[config.mk]
export PLATFORM = sky130hd
export DESIGN_NAME = adc_voltmeter_seven_segment_scan_flat
export DESIGN_NICKNAME = d
export VERILOG_FILES = /design/src/sv/adcvm_pkg.sv /design/src/sv/adcvm_req_if.sv /design/src/sv/adcvm_rsp_if.sv /design/src/sv/adcvm_front.sv /design/src/sv/adcvm_queue.sv /design/src/sv/adcvm_back.sv /design/src/sv/adc_voltmeter_seven_segment_scan.sv /design/src/flat_wrapper.sv
export SDC_FILE = /design/constraint.sdc
export NUM_CORES = 1
export LEC_CHECK = 0
export BUFFER_PORTS_ARGS = -buffer_cell sky130_fd_sc_hd__buf_4
export CORE_ASPECT_RATIO = 2
export CORE_MARGIN = 2
export CORE_UTILIZATION = 60
export CTS_BUF_LIST = sky130_fd_sc_hd__clkbuf_4 sky130_fd_sc_hd__clkbuf_8
export DETAILED_ROUTE_END_ITERATION = 8
export GPL_ROUTABILITY_DRIVEN = 0
export GPL_TIMING_DRIVEN = 1
export HOLD_SLACK_MARGIN = 0.03
export PLACE_DENSITY_LB_ADDON = 0.1
export SLEW_MARGIN = 20
export SYNTH_ARGS = -nofsm -noshare
export SYNTH_HDL_FRONTEND = slang
export SYNTH_SLANG_ARGS = --single-unit
[constraint.sdc]
create_clock -name clock -period 11.6 [get_ports clock]
set_input_delay 2.32 -clock clock [delete_from_list [all_inputs] [get_ports clock]]
set_output_delay 2.32 -clock clock [all_outputs]
set_load 0.05 [all_outputs]
[src/sv/adcvm_pkg.sv]
// ============================================================================
// adcvm_pkg: shared types and constants of the seven-segment voltmeter scan
// Field widths, command and digit structures, the segment table and the
// decimal digit split used by the front and back parts of the block.
// ============================================================================
`default_nettype none

package adcvm_pkg;

   // Field widths.
   localparam int SampleW = 10;
   localparam int ValueW  = 9;
   localparam int DwellW  = 16;
   localparam int SegW    = 8;
   localparam int DigitW  = 4;
   localparam int DIGITS  = 3;
   localparam int ScanW   = 2;

   // Scaling constants: hundredths of a volt per full-scale reading.
   localparam int FullScale = 500;
   localparam int ConvMax   = 1023;
   localparam int ProdW     = SampleW + ValueW;

   localparam logic [DwellW-1:0] DWELL_RESET = 16'd5;

   // Command codes carried by the func field.
   typedef enum logic {
      FUNC_SAMPLE = 1'b0,
      FUNC_TICK   = 1'b1
   } func_type;

   // One queued command: a tick, or a sample already scaled to hundredths.
   typedef struct packed {
      func_type          func;
      logic [ValueW-1:0] value;
   } cmd_type;

   // Fill status of the command queue.
   typedef struct packed {
      logic full;
      logic empty;
   } q_status_type;

   // Three decimal digits of a held value.
   typedef struct packed {
      logic [DigitW-1:0] hundreds;
      logic [DigitW-1:0] tens;
      logic [DigitW-1:0] units;
   } digits_type;

   // Active-high segments a..g for a decimal digit; anything else is dark.
   function automatic logic [6:0] seg_lit(input logic [DigitW-1:0] d);
      logic [6:0] pat;
      unique case (d)
         4'd0:    pat = 7'h3F;
         4'd1:    pat = 7'h06;
         4'd2:    pat = 7'h5B;
         4'd3:    pat = 7'h4F;
         4'd4:    pat = 7'h66;
         4'd5:    pat = 7'h6D;
         4'd6:    pat = 7'h7D;
         4'd7:    pat = 7'h07;
         4'd8:    pat = 7'h7F;
         4'd9:    pat = 7'h6F;
         default: pat = 7'h00;
      endcase
      return pat;
   endfunction

   // Split a value of at most 500 into hundreds, tens and units.
   // Hundreds come from a compare chain, tens from a reciprocal multiply
   // (x * 205 >> 11 is exact for x below 1029).
   function automatic digits_type split_value(input logic [ValueW-1:0] v);
      digits_type        res;
      logic [ValueW-1:0] rem;
      logic [17:0]       prod;
      logic [6:0]        tens_x10;
      if (v >= 9'd500)      res.hundreds = 4'd5;
      else if (v >= 9'd400) res.hundreds = 4'd4;
      else if (v >= 9'd300) res.hundreds = 4'd3;
      else if (v >= 9'd200) res.hundreds = 4'd2;
      else if (v >= 9'd100) res.hundreds = 4'd1;
      else                  res.hundreds = 4'd0;
      rem      = v - ValueW'(res.hundreds) * 9'd100;
      prod     = 18'(rem) * 18'd205;
      res.tens = DigitW'(prod >> 11);
      tens_x10 = 7'(res.tens) * 7'd10;
      res.units = DigitW'(rem - ValueW'(tens_x10));
      return res;
   endfunction

endpackage

`default_nettype wire

[src/sv/adcvm_req_if.sv]
// ============================================================================
// adcvm_req_if: input channel of the voltmeter scan
// Valid/ready handshake carrying the command code and the converter reading.
// ============================================================================
`default_nettype none

interface adcvm_req_if;
   import adcvm_pkg::*;

   logic               valid;
   logic               ready;
   logic               func;
   logic [SampleW-1:0] sample;

   modport source (output valid, output func, output sample, input ready);
   modport sink   (input valid, input func, input sample, output ready);
endinterface

`default_nettype wire

[src/sv/adcvm_rsp_if.sv]
// ============================================================================
// adcvm_rsp_if: result channel of the voltmeter scan
// Valid/ready handshake carrying segments, digit enable and the held value.
// ============================================================================
`default_nettype none

interface adcvm_rsp_if;
   import adcvm_pkg::*;

   logic              valid;
   logic              ready;
   logic [SegW-1:0]   segments_n;
   logic [DIGITS-1:0] digit_enable;
   logic [ValueW-1:0] shown_value;

   modport source (output valid, output segments_n, output digit_enable,
                   output shown_value, input ready);
   modport sink   (input valid, input segments_n, input digit_enable,
                   input shown_value, output ready);
endinterface

`default_nettype wire

[src/sv/adcvm_front.sv]
// ============================================================================
// adcvm_front: transaction intake and sample scaling
// Accepts input transactions while the queue has room, classifies them and
// scales a sample to hundredths of a volt before it enters the queue.
// ============================================================================
`default_nettype none

module adcvm_front (
   adcvm_req_if.sink                   req_if,
   input  adcvm_pkg::q_status_type     q_status,
   output logic                        push,
   output adcvm_pkg::cmd_type          push_data
);
   import adcvm_pkg::*;

   logic [ProdW-1:0]  prod;
   logic [ValueW-1:0] q_est;
   logic [ProdW-1:0]  rem;
   logic [ValueW:0]   q_fix;
   logic [ValueW-1:0] scaled;

   // Intake: one transaction per cycle while the queue is not full.
   assign req_if.ready = !q_status.full;
   assign push         = req_if.valid && !q_status.full;

   // Divide by 1023: x >> 10 is the quotient or one below it, so a single
   // remainder compare finishes the job.
   always_comb begin
      prod  = ProdW'(req_if.sample) * ProdW'(FullScale);
      q_est = prod[ProdW-1:10];
      rem   = prod - {q_est, 10'b0} + ProdW'(q_est);
      if (rem >= ProdW'(ConvMax)) q_fix = {1'b0, q_est} + 1'b1;
      else                        q_fix = {1'b0, q_est};
      // Cap at full scale.
      if (q_fix > (ValueW + 1)'(FullScale)) scaled = ValueW'(FullScale);
      else                                  scaled = q_fix[ValueW-1:0];
   end

   // Classify the transaction into a queued command.
   always_comb begin
      push_data.func  = func_type'(req_if.func);
      push_data.value = (req_if.func == FUNC_SAMPLE) ? scaled : '0;
   end

endmodule

`default_nettype wire

[src/sv/adcvm_queue.sv]
// ============================================================================
// adcvm_queue: two-entry command queue
// Decouples intake from the display state update so each side stalls alone.
// ============================================================================
`default_nettype none

module adcvm_queue (
   input  logic                     clock,
   input  logic                     reset,
   input  logic                     push,
   input  adcvm_pkg::cmd_type       push_data,
   input  logic                     pop,
   output adcvm_pkg::cmd_type       pop_data,
   output adcvm_pkg::q_status_type  q_status
);
   import adcvm_pkg::*;

   localparam int Depth = 2;

   cmd_type    entry_ff [Depth];
   logic       wr_ptr_ff, wr_ptr_in;
   logic       rd_ptr_ff, rd_ptr_in;
   logic [1:0] count_ff, count_in;

   assign q_status.full  = (count_ff == 2'(Depth));
   assign q_status.empty = (count_ff == 2'd0);
   assign pop_data       = entry_ff[rd_ptr_ff];

   // Pointer and fill count update.
   always_comb begin
      wr_ptr_in = push ? !wr_ptr_ff : wr_ptr_ff;
      rd_ptr_in = pop  ? !rd_ptr_ff : rd_ptr_ff;
      count_in  = count_ff + 2'(push) - 2'(pop);
   end

   always_ff @(posedge clock) begin
      if (reset) begin
         wr_ptr_ff <= 1'b0;
         rd_ptr_ff <= 1'b0;
         count_ff  <= 2'd0;
      end else begin
         wr_ptr_ff <= wr_ptr_in;
         rd_ptr_ff <= rd_ptr_in;
         count_ff  <= count_in;
      end
   end

   // Entry storage needs no reset.
   always_ff @(posedge clock) begin
      if (push) begin
         entry_ff[wr_ptr_ff] <= push_data;
      end
   end

endmodule

`default_nettype wire

[src/sv/adcvm_back.sv]
// ============================================================================
// adcvm_back: display state and result register
// Applies queued commands to the digit store, dwell counter and scan
// position, and registers the segment pattern of the digit now scanned.
// ============================================================================
`default_nettype none

module adcvm_back (
   input  logic                              clock,
   input  logic                              reset,
   input  logic                              csr_we,
   input  logic [adcvm_pkg::DwellW-1:0]      csr_wdata,
   input  adcvm_pkg::cmd_type                pop_data,
   input  adcvm_pkg::q_status_type           q_status,
   output logic                              pop,
   adcvm_rsp_if.source                       rsp_if
);
   import adcvm_pkg::*;

   logic [DwellW-1:0] dwell_ticks_ff;
   logic [DigitW-1:0] digit_ff [DIGITS];
   logic [DigitW-1:0] digit_in [DIGITS];
   logic [ScanW-1:0]  scan_ff, scan_in;
   logic [DwellW-1:0] dwell_ff, dwell_in;
   logic [ValueW-1:0] held_ff, held_in;

   logic              rsp_valid_ff;
   logic [SegW-1:0]   seg_ff, seg_in;
   logic [DIGITS-1:0] en_ff, en_in;
   logic [ValueW-1:0] val_ff;

   logic [DwellW-1:0] limit;
   logic [DwellW:0]   next_count;
   logic              advance;
   digits_type        split;
   logic [SegW-1:0]   lit;

   // Take a command whenever the result register is free or being drained.
   assign pop = !q_status.empty && (!rsp_valid_ff || rsp_if.ready);

   // Dwell limit; a zero setting behaves as one.
   always_comb begin
      limit      = (dwell_ticks_ff == '0) ? DwellW'(1) : dwell_ticks_ff;
      next_count = {1'b0, dwell_ff} + 1'b1;
      advance    = (next_count >= {1'b0, limit});
      split      = split_value(pop_data.value);
   end

   // Next display state.
   always_comb begin
      held_in  = held_ff;
      scan_in  = scan_ff;
      dwell_in = dwell_ff;
      for (int i = 0; i < DIGITS; i++) begin
         digit_in[i] = digit_ff[i];
      end
      if (pop) begin
         if (pop_data.func == FUNC_SAMPLE) begin
            held_in     = pop_data.value;
            digit_in[0] = split.hundreds;
            digit_in[1] = split.tens;
            digit_in[2] = split.units;
         end else if (advance) begin
            dwell_in = '0;
            if (32'(scan_ff) + 1 < DIGITS) scan_in = scan_ff + 1'b1;
            else                          scan_in = '0;
         end else begin
            dwell_in = next_count[DwellW-1:0];
         end
      end
   end

   // Segment pattern and enable for the digit scanned after this command.
   // The decimal point sits on the first digit.
   always_comb begin
      lit   = '0;
      en_in = '0;
      for (int i = 0; i < DIGITS; i++) begin
         if (scan_in == ScanW'(i)) begin
            lit[6:0] = seg_lit(digit_in[i]);
            en_in[i] = 1'b1;
         end
      end
      if (scan_in == '0) lit[7] = 1'b1;
      seg_in = ~lit;
   end

   // Control and display state.
   always_ff @(posedge clock) begin
      if (reset) begin
         dwell_ticks_ff <= DWELL_RESET;
         scan_ff        <= '0;
         dwell_ff       <= '0;
         held_ff        <= '0;
         rsp_valid_ff   <= 1'b0;
         for (int i = 0; i < DIGITS; i++) begin
            digit_ff[i] <= '0;
         end
      end else begin
         if (csr_we) dwell_ticks_ff <= csr_wdata;
         scan_ff  <= scan_in;
         dwell_ff <= dwell_in;
         held_ff  <= held_in;
         for (int i = 0; i < DIGITS; i++) begin
            digit_ff[i] <= digit_in[i];
         end
         if (pop)                rsp_valid_ff <= 1'b1;
         else if (rsp_if.ready)  rsp_valid_ff <= 1'b0;
      end
   end

   // Result payload register.
   always_ff @(posedge clock) begin
      if (pop) begin
         seg_ff <= seg_in;
         en_ff  <= en_in;
         val_ff <= held_in;
      end
   end

   assign rsp_if.valid        = rsp_valid_ff;
   assign rsp_if.segments_n   = seg_ff;
   assign rsp_if.digit_enable = en_ff;
   assign rsp_if.shown_value  = val_ff;

   // A presented result always lights exactly one digit.
   a_one_digit: assert property (@(posedge clock) disable iff (reset)
      rsp_valid_ff |-> $onehot(en_ff))
      else $error("result without exactly one digit enable");

   // A sample command is reflected in the held value and the result.
   a_sample_held: assert property (@(posedge clock) disable iff (reset)
      pop && pop_data.func == FUNC_SAMPLE |=>
         held_ff == $past(pop_data.value) && val_ff == held_ff)
      else $error("sample not held");

   // Samples never move the scan.
   a_sample_scan: assert property (@(posedge clock) disable iff (reset)
      pop && pop_data.func == FUNC_SAMPLE |=> $stable(scan_ff) && $stable(dwell_ff))
      else $error("sample moved the scan");

   // A tick below the dwell limit leaves the scan position alone.
   a_tick_hold: assert property (@(posedge clock) disable iff (reset)
      pop && pop_data.func == FUNC_TICK && !advance |=> $stable(scan_ff))
      else $error("scan moved before dwell expired");

   // Without a command the display state holds.
   a_idle_hold: assert property (@(posedge clock) disable iff (reset)
      !pop |=> $stable(scan_ff) && $stable(held_ff) && $stable(dwell_ff))
      else $error("display state changed without a command");

endmodule

`default_nettype wire

[src/sv/adc_voltmeter_seven_segment_scan.sv]
// ============================================================================
// adc_voltmeter_seven_segment_scan: multiplexed voltmeter display scanner
// Converts converter samples to three decimal digits and scans them one at a
// time onto a common-anode seven-segment display, paced by time ticks.
// ============================================================================
//
//   Channel   Direction  Handshake      Contents
//   req_if    in         valid/ready    func, sample
//   rsp_if    out        valid/ready    segments_n, digit_enable, shown_value
//   csr_*     in         write enable   dwell_ticks (16 bits)
//
// One transaction per cycle is accepted while the queue is not full; each
// passes through the queue write, then the result register, to its result.
// The sample scaling sets the front path; the digit split and segment lookup
// set the back path. Reset is synchronous and active high; it restores a
// dwell of 5 and clears digits, scan and value. A stalled result holds the
// back part, and intake continues until the two-entry queue is full.
//
`default_nettype none

module adc_voltmeter_seven_segment_scan (
   input  logic                           clock,
   input  logic                           reset,
   adcvm_req_if.sink                      req_if,
   adcvm_rsp_if.source                    rsp_if,
   input  logic                           csr_we,
   input  logic [adcvm_pkg::DwellW-1:0]   csr_wdata
);
   import adcvm_pkg::*;

   logic         push;
   cmd_type      push_data;
   logic         pop;
   cmd_type      pop_data;
   q_status_type q_status;

   adcvm_front u_front (
      .req_if    (req_if),
      .q_status  (q_status),
      .push      (push),
      .push_data (push_data)
   );

   adcvm_queue u_queue (
      .clock     (clock),
      .reset     (reset),
      .push      (push),
      .push_data (push_data),
      .pop       (pop),
      .pop_data  (pop_data),
      .q_status  (q_status)
   );

   adcvm_back u_back (
      .clock     (clock),
      .reset     (reset),
      .csr_we    (csr_we),
      .csr_wdata (csr_wdata),
      .pop_data  (pop_data),
      .q_status  (q_status),
      .pop       (pop),
      .rsp_if    (rsp_if)
   );

endmodule

`default_nettype wire
[src/flat_wrapper.sv]
// flat-port wrapper written by rule: the top's interface ports become plain ports
module adc_voltmeter_seven_segment_scan_flat import adcvm_pkg::*;
  (clock, reset, csr_we, csr_wdata, req_if_valid, req_if_func, req_if_sample, req_if_ready, rsp_if_valid, rsp_if_segments_n, rsp_if_digit_enable, rsp_if_shown_value, rsp_if_ready);
  adcvm_req_if req_if_i ();
  adcvm_rsp_if rsp_if_i ();
  input  logic clock;
  input  logic reset;
  input  logic csr_we;
  input  logic [adcvm_pkg::DwellW-1:0] csr_wdata;
  input wire logic [$bits(req_if_i.valid)-1:0] req_if_valid;
  input wire logic [$bits(req_if_i.func)-1:0] req_if_func;
  input wire logic [$bits(req_if_i.sample)-1:0] req_if_sample;
  output wire logic [$bits(req_if_i.ready)-1:0] req_if_ready;
  output wire logic [$bits(rsp_if_i.valid)-1:0] rsp_if_valid;
  output wire logic [$bits(rsp_if_i.segments_n)-1:0] rsp_if_segments_n;
  output wire logic [$bits(rsp_if_i.digit_enable)-1:0] rsp_if_digit_enable;
  output wire logic [$bits(rsp_if_i.shown_value)-1:0] rsp_if_shown_value;
  input wire logic [$bits(rsp_if_i.ready)-1:0] rsp_if_ready;
  assign req_if_i.valid = req_if_valid;
  assign req_if_i.func = req_if_func;
  assign req_if_i.sample = req_if_sample;
  assign req_if_ready = req_if_i.ready;
  assign rsp_if_valid = rsp_if_i.valid;
  assign rsp_if_segments_n = rsp_if_i.segments_n;
  assign rsp_if_digit_enable = rsp_if_i.digit_enable;
  assign rsp_if_shown_value = rsp_if_i.shown_value;
  assign rsp_if_i.ready = rsp_if_ready;
  adc_voltmeter_seven_segment_scan u_core (.clock(clock), .reset(reset), .req_if(req_if_i), .rsp_if(rsp_if_i), .csr_we(csr_we), .csr_wdata(csr_wdata));
endmodule
Word-level counts from Yosys, hierarchy flattened. Memories as Yosys holds them, arrays and structs flattened. A register that Yosys moved wholly into a read port is not among the register bits. Cells that the tools add are included.

Register bits: 68. RAM bits: 32. Bits in read-only memories: 336. Input port bits: 32. Memories: 5. Word-level logic and storage cells: 95.

Memories: (name not given) (words 16, width 7, rd ports 1, clocked after memory_dff 0, write ports 0, RTL line adcvm_pkg.sv:54) `unique case (d)`; (name not given) (words 16, width 7, rd ports 1, clocked after memory_dff 0, write ports 0, RTL line adcvm_pkg.sv:54); (name not given) (words 16, width 7, rd ports 1, clocked after memory_dff 0, write ports 0, RTL line adcvm_pkg.sv:54); u_core.u_queue.entry_ff (words 2, width 10, rd ports 1, clocked after memory_dff 1, write ports 1, RTL line adcvm_queue.sv:20) `cmd_type entry_ff [Depth];`; u_core.u_back.digit_ff (words 3, width 4, rd ports 3, clocked after memory_dff 0, write ports 3, RTL line adcvm_back.sv:21) `logic [DigitW-1:0] digit_ff [DIGITS];`.

Multiplexer cells: 36. Bitwise logic cells: 4. Add/subtract/negate cells: 10. $lt $le $gt $ge: 9. Reductions and logical operators: 13. Eq/ne operators: 3. Multiply operators: 4.

Operator list (number): 9-bit two-way mux (4); 16-bit two-way mux (2); 9-bit greater-or-equal comparator (second input constant) (3); 12-bit two-way mux (2); 7-bit two-way mux (3); 19-bit by 9-bit adder with 19-bit output (1); 19-bit by 10-bit greater-or-equal comparator with 1-bit output (second input constant) (1); 19-bit subtractor (1); 16-bit by 1-bit adder with 17-bit output (second input constant) (1); 17-bit by 16-bit greater-or-equal comparator with 1-bit output (1); 10-bit by 7-bit multiplier with 17-bit output (second input constant) (1); 16-bit zero test (1); 4-bit two-way mux (4); 9-bit by 8-bit multiplier with 15-bit output (second input constant) (1); 1-bit two-way mux (13); 2-bit two-way mux (6); 9-bit by 1-bit adder with 10-bit output (second input constant) (1); 10-bit by 9-bit > comparator with 1-bit output (second input constant) (1); 10-bit two-way mux (1); 9-bit by 7-bit greater-or-equal comparator with 1-bit output (second input constant) (1); 9-bit by 8-bit greater-or-equal comparator with 1-bit output (second input constant) (1); 9-bit subtractor (1); 8-bit NOT (1); 4-bit by 5-bit multiplier with 7-bit output (second input constant) (1); other kinds (17) (26).

Depth between registers and ports, before layout. An unclocked memory read counts as a cell.

Depth after elaboration: 18. Mapped depth: 36. Mapped depth without buffers: 34.

Modules after synthesis. A second synthesis with hierarchy kept.

Cell total of the unflattened synthesis: 1070. Area, all modules: 9863.2 µm².

Modules (own cells, without submodules): adcvm_back (area each 6028.3 µm², cells an instance 687, instances 1, seq. area each 1721.7 µm²); adcvm_front (area each 2897.8 µm², cells an instance 331, instances 1, seq. area each 0.0 µm²); adcvm_queue (area each 937.1 µm², cells an instance 52, instances 1, seq. area each 700.7 µm²).

Least setup slack after synthesis. Ideal clock, no wire load.

Kind: in2reg. Start point: input port req_if_sample[4]. End point: memory u_core.u_queue.entry_ff[0][0] in the netlist's numbering (data pin). Arrival time: 8.956 ns. Stages on the path: 26. Required time: 11.397 ns. Slack: 2.441 ns. Cells stage by stage: inv_1 fa_1 fa_1 fa_1 inv_1 fa_1 ha_1 buf_2 a21o_1 nor3_1 a2111oi_0 a311oi_1 ha_1 inv_1 ha_1 clkbuf_1 a21o_1 a21oi_1 nand4_1 or3_1 a2111o_1 a2111oi_4 o21ai_1 xnor2_1 a21o_1 a2111oi_2.

RTL lines: from (decl) (RTL line flat_wrapper.sv:12) `input wire logic [$bits(req_if_i.sample)-1:0] req_if_sample;`; to (decl) (RTL line adcvm_queue.sv:20).

==> results by group <==
Critical path
  • Crit path DAT: 9860 ps
  • CP Capture Type: flip-flop
  • Required @ worst endpoint: ~12000 ps
  • Crit start category: input pin
  • Crit path kind: input pin to flip-flop
  • CP Max Fanout: 13

Die
  • Starting Density: between 60 and 70%
  • Die width: 92.65 um
  • Die area: 16800 um2
  • Io pins: 54
  • Core Rows: 64
  • Chip Height: 181.3 um
  • Core Area: 15370 um2

Clock tree
  • CTS Root Cell: clkbuf_8
  • Num CTS Buffers: 9
  • CTS tree: done
  • CTS H-tree lvls: 3
  • Clock sink total: 101
  • Post-CTS setup buffers: 0
  • CTS Buffer Depth: 2
  • Clock-pin slew on the worst setup and hold paths: about 110 ps
  • Cts hold-fix bufs: 0
  • Worst-skew pair later-pin latency: 380 ps
  • Post-CTS Resized: 0

STA
  • Hold Fails Final Rpt: 0
  • Slew @ Worst Pin: 1062 ps
  • Fmax: roughly 100 MHz
  • Setup TNS: 0 ps
  • Clock Skew: 21.07 ps
  • Fin. max-slew vios: 0
  • Final worst path period need: 9698 ps
  • Tcrit/Tclk final: between 80 and 90%
  • Slew headroom: 28.22%
  • Final setup viols: 0
  • RSZ-0062 raised after global routing: no

Yosys
  • Synth Net Count: 1252
  • Ys Warns: 0
  • Largest area contributor in the netlist: ha_1
  • Share of the synthesized area in the top cell type: 17.91%
  • Cell variety after synth: 77
  • Synth top area cells: ha_1 (18%), dfxtp_1 (13%), edfxtp_1 (13%), fa_1 (9.8%), inv_1 (5.1%)
  • Average cell area after synthesis: 9.076 um2
  • Synth Register Bits: between 100 and 150
  • Primary FF master, synth: dfxtp_1
  • Sequential area share after synthesis: around 26%
  • Synthesized area: 9430 um2
  • Number of synthesized flops with an enable pin: 40
  • Asr flop ratio synth: 0%
  • Post-Synthesis Cells: 1039

Global route
  • Gr usage total: 25.57%
  • Gr ovfl total: 0
  • Vias in the first global route: roughly 7600
  • First-pass GRT wire length: 34460 um
  • Pin count of the biggest net entering global routing: 55
  • Initial antenna violation count: 0

Cells and area
  • Synth-to-Final Area Change: 7.576%
  • Fill cells: ~1300
  • Share of cells above drive strength 1: 9.436%
  • Antenna Cells: 0
  • Most frequent cells in the layout: ha_1 (135), inv_1 (128), nor2_1 (103)
  • Leading cell type in the layout, fill and taps excluded: ha_1
  • # nets final: 1289

Routing
  • WL per Instance: 16.19 um
  • Avg Vias per Cell: 5.775
  • WL final: 20710 um
  • 1st-pass router iterations: 5
  • Post-DRT Antenna Nets: 0
  • Vias: 7386
  • DR DRC count: 0
  • DR iter-0 viols: between 200 and 300

Placed design
  • DPL Wire Length: between 15000 and 20000 um
  • Port bufs: 53

Min path
  • HP Class: flip-flop to flip-flop

Job
  • Max-cap violation count: 0

Run status
  • Status: finished, final reports clean
[worst paths after layout]
kind | from | endpoint | slack [ps] | cells past startpoint
worst min-delay path | u_core.u_back.dwell_ff[14] | u_core.u_back.dwell_ff[14] | 500 | 2
worst min register to register | u_core.u_back.dwell_ff[14] | u_core.u_back.dwell_ff[14] | 500 | 2
worst max register to register | flip-flop | u_core.u_back.rsp_if.segments_n[6] | 2000 | 33
worst max-delay path | req_if_sample[5] | u_core.u_queue.entry_ff[0][0] | 1900 | 27
[layout make-up]
class,instances,area [um2],share of cell area (%)
Clock inverter,5,42.54,0.4193
Multi-Input combinational cell,783,6415,63.23
Clock buffer,11,138.9,1.369
Inverter,128,480.5,4.736
Tap cell,198,247.7,2.442
Sequential cell,101,2422,23.88
Timing Repair Buffer,53,397.9,3.922
[Yosys cell counts (9+ instances only)]
library cell	number
ha_1	135
xnor2_1	32
nor3_1	18
clkbuf_1	19
dfxtp_1	61
edfxtp_1	40
fa_1	46
nand4_1	9
xor2_1	18
a21o_1	19
mux2i_1	34
and2_1	11
nand3_1	21
inv_1	128
nand2b_1	11
nor2_1	103
nand3b_1	12
o21ai_0	30
a21oi_1	69
o21a_1	11
a22oi_1	12
nand2_1	63
[through the flow]
| step | hold WS, ps | instance area (um2) | util [%] | std cells | worst slack [ps] |
|---|---|---|---|---|---|
| after floorplan | 443.7 | 9430 | - | 1039 | 2441 |
| after global placement | 469.2 | 9962 | 64.79 | 1263 | 1773 |
| after detailed placement | 478.7 | 9962 | 64.79 | 1263 | 1595 |
| after CTS | 498.6 | 10140 | 65.97 | 1279 | 1904 |
| after global routing | 515.2 | 10140 | 65.98 | 1279 | 1045 |
| final | 495.2 | 10140 | 65.98 | 1279 | 1902 |
[flip-flops by register name (all words and copies together) (netlist names), 3 cells and up, named ones only]
register / cells
u_core.u_back.rsp_if.digit_enable: 3
u_core.u_back.rsp_if.shown_value: 9
u_core.u_back.dwell_ticks_ff: 16
u_core.u_back.rsp_if.segments_n: 8
u_core.u_back.held_ff: 9
u_core.u_back.dwell_ff: 16
u_core.u_queue.entry_ff: 20
u_core.u_back.digit_ff: 12
[per-layer routing]
metal | wire, um | up-vias | global-route usage (%)
li1 | - | 3702 | -
met2 | 11760 | 159 | 50.19
met5 | 0 | - | 0
met3 | 531 | 56 | 2.752
met4 | 1071 | 0 | 13.65
met1 | 7348 | 3469 | 25.28
[logic make-up after synthesis]
family	count (synthesis)	synth area share, %
AND/OR/NAND/NOR	297	15.39
AO/OA/AOI/OAI	210	15.10
adder cells (fa/ha/maj)	181	27.68
buffers and inverters	155	6.302
flip-flops	101	25.69
XOR/XNOR	52	5.135
multiplexers	43	4.710
[worst max-delay path: stages]
cell and delay [ps]:
buf_4 120, inv_1 200, fa_1 480, fa_1 510, inv_1 50, fa_1 490
inv_1 50, fa_1 490, inv_1 40, ha_1 460, o21a_1 270, o21ai_0 270
a2111oi_0 120, a311oi_1 690, ha_1 360, inv_1 60, ha_1 310, a21o_1 210
a21oi_1 170, nand4_1 130, or3_1 380, a2111o_1 400, a2111oi_4 340, o21ai_1 120
xnor2_1 210, a21o_1 220, a2111oi_2 400
Power is not shown: default switching activity piles up to over one toggle a cycle in this logic, so the estimate is an artifact.
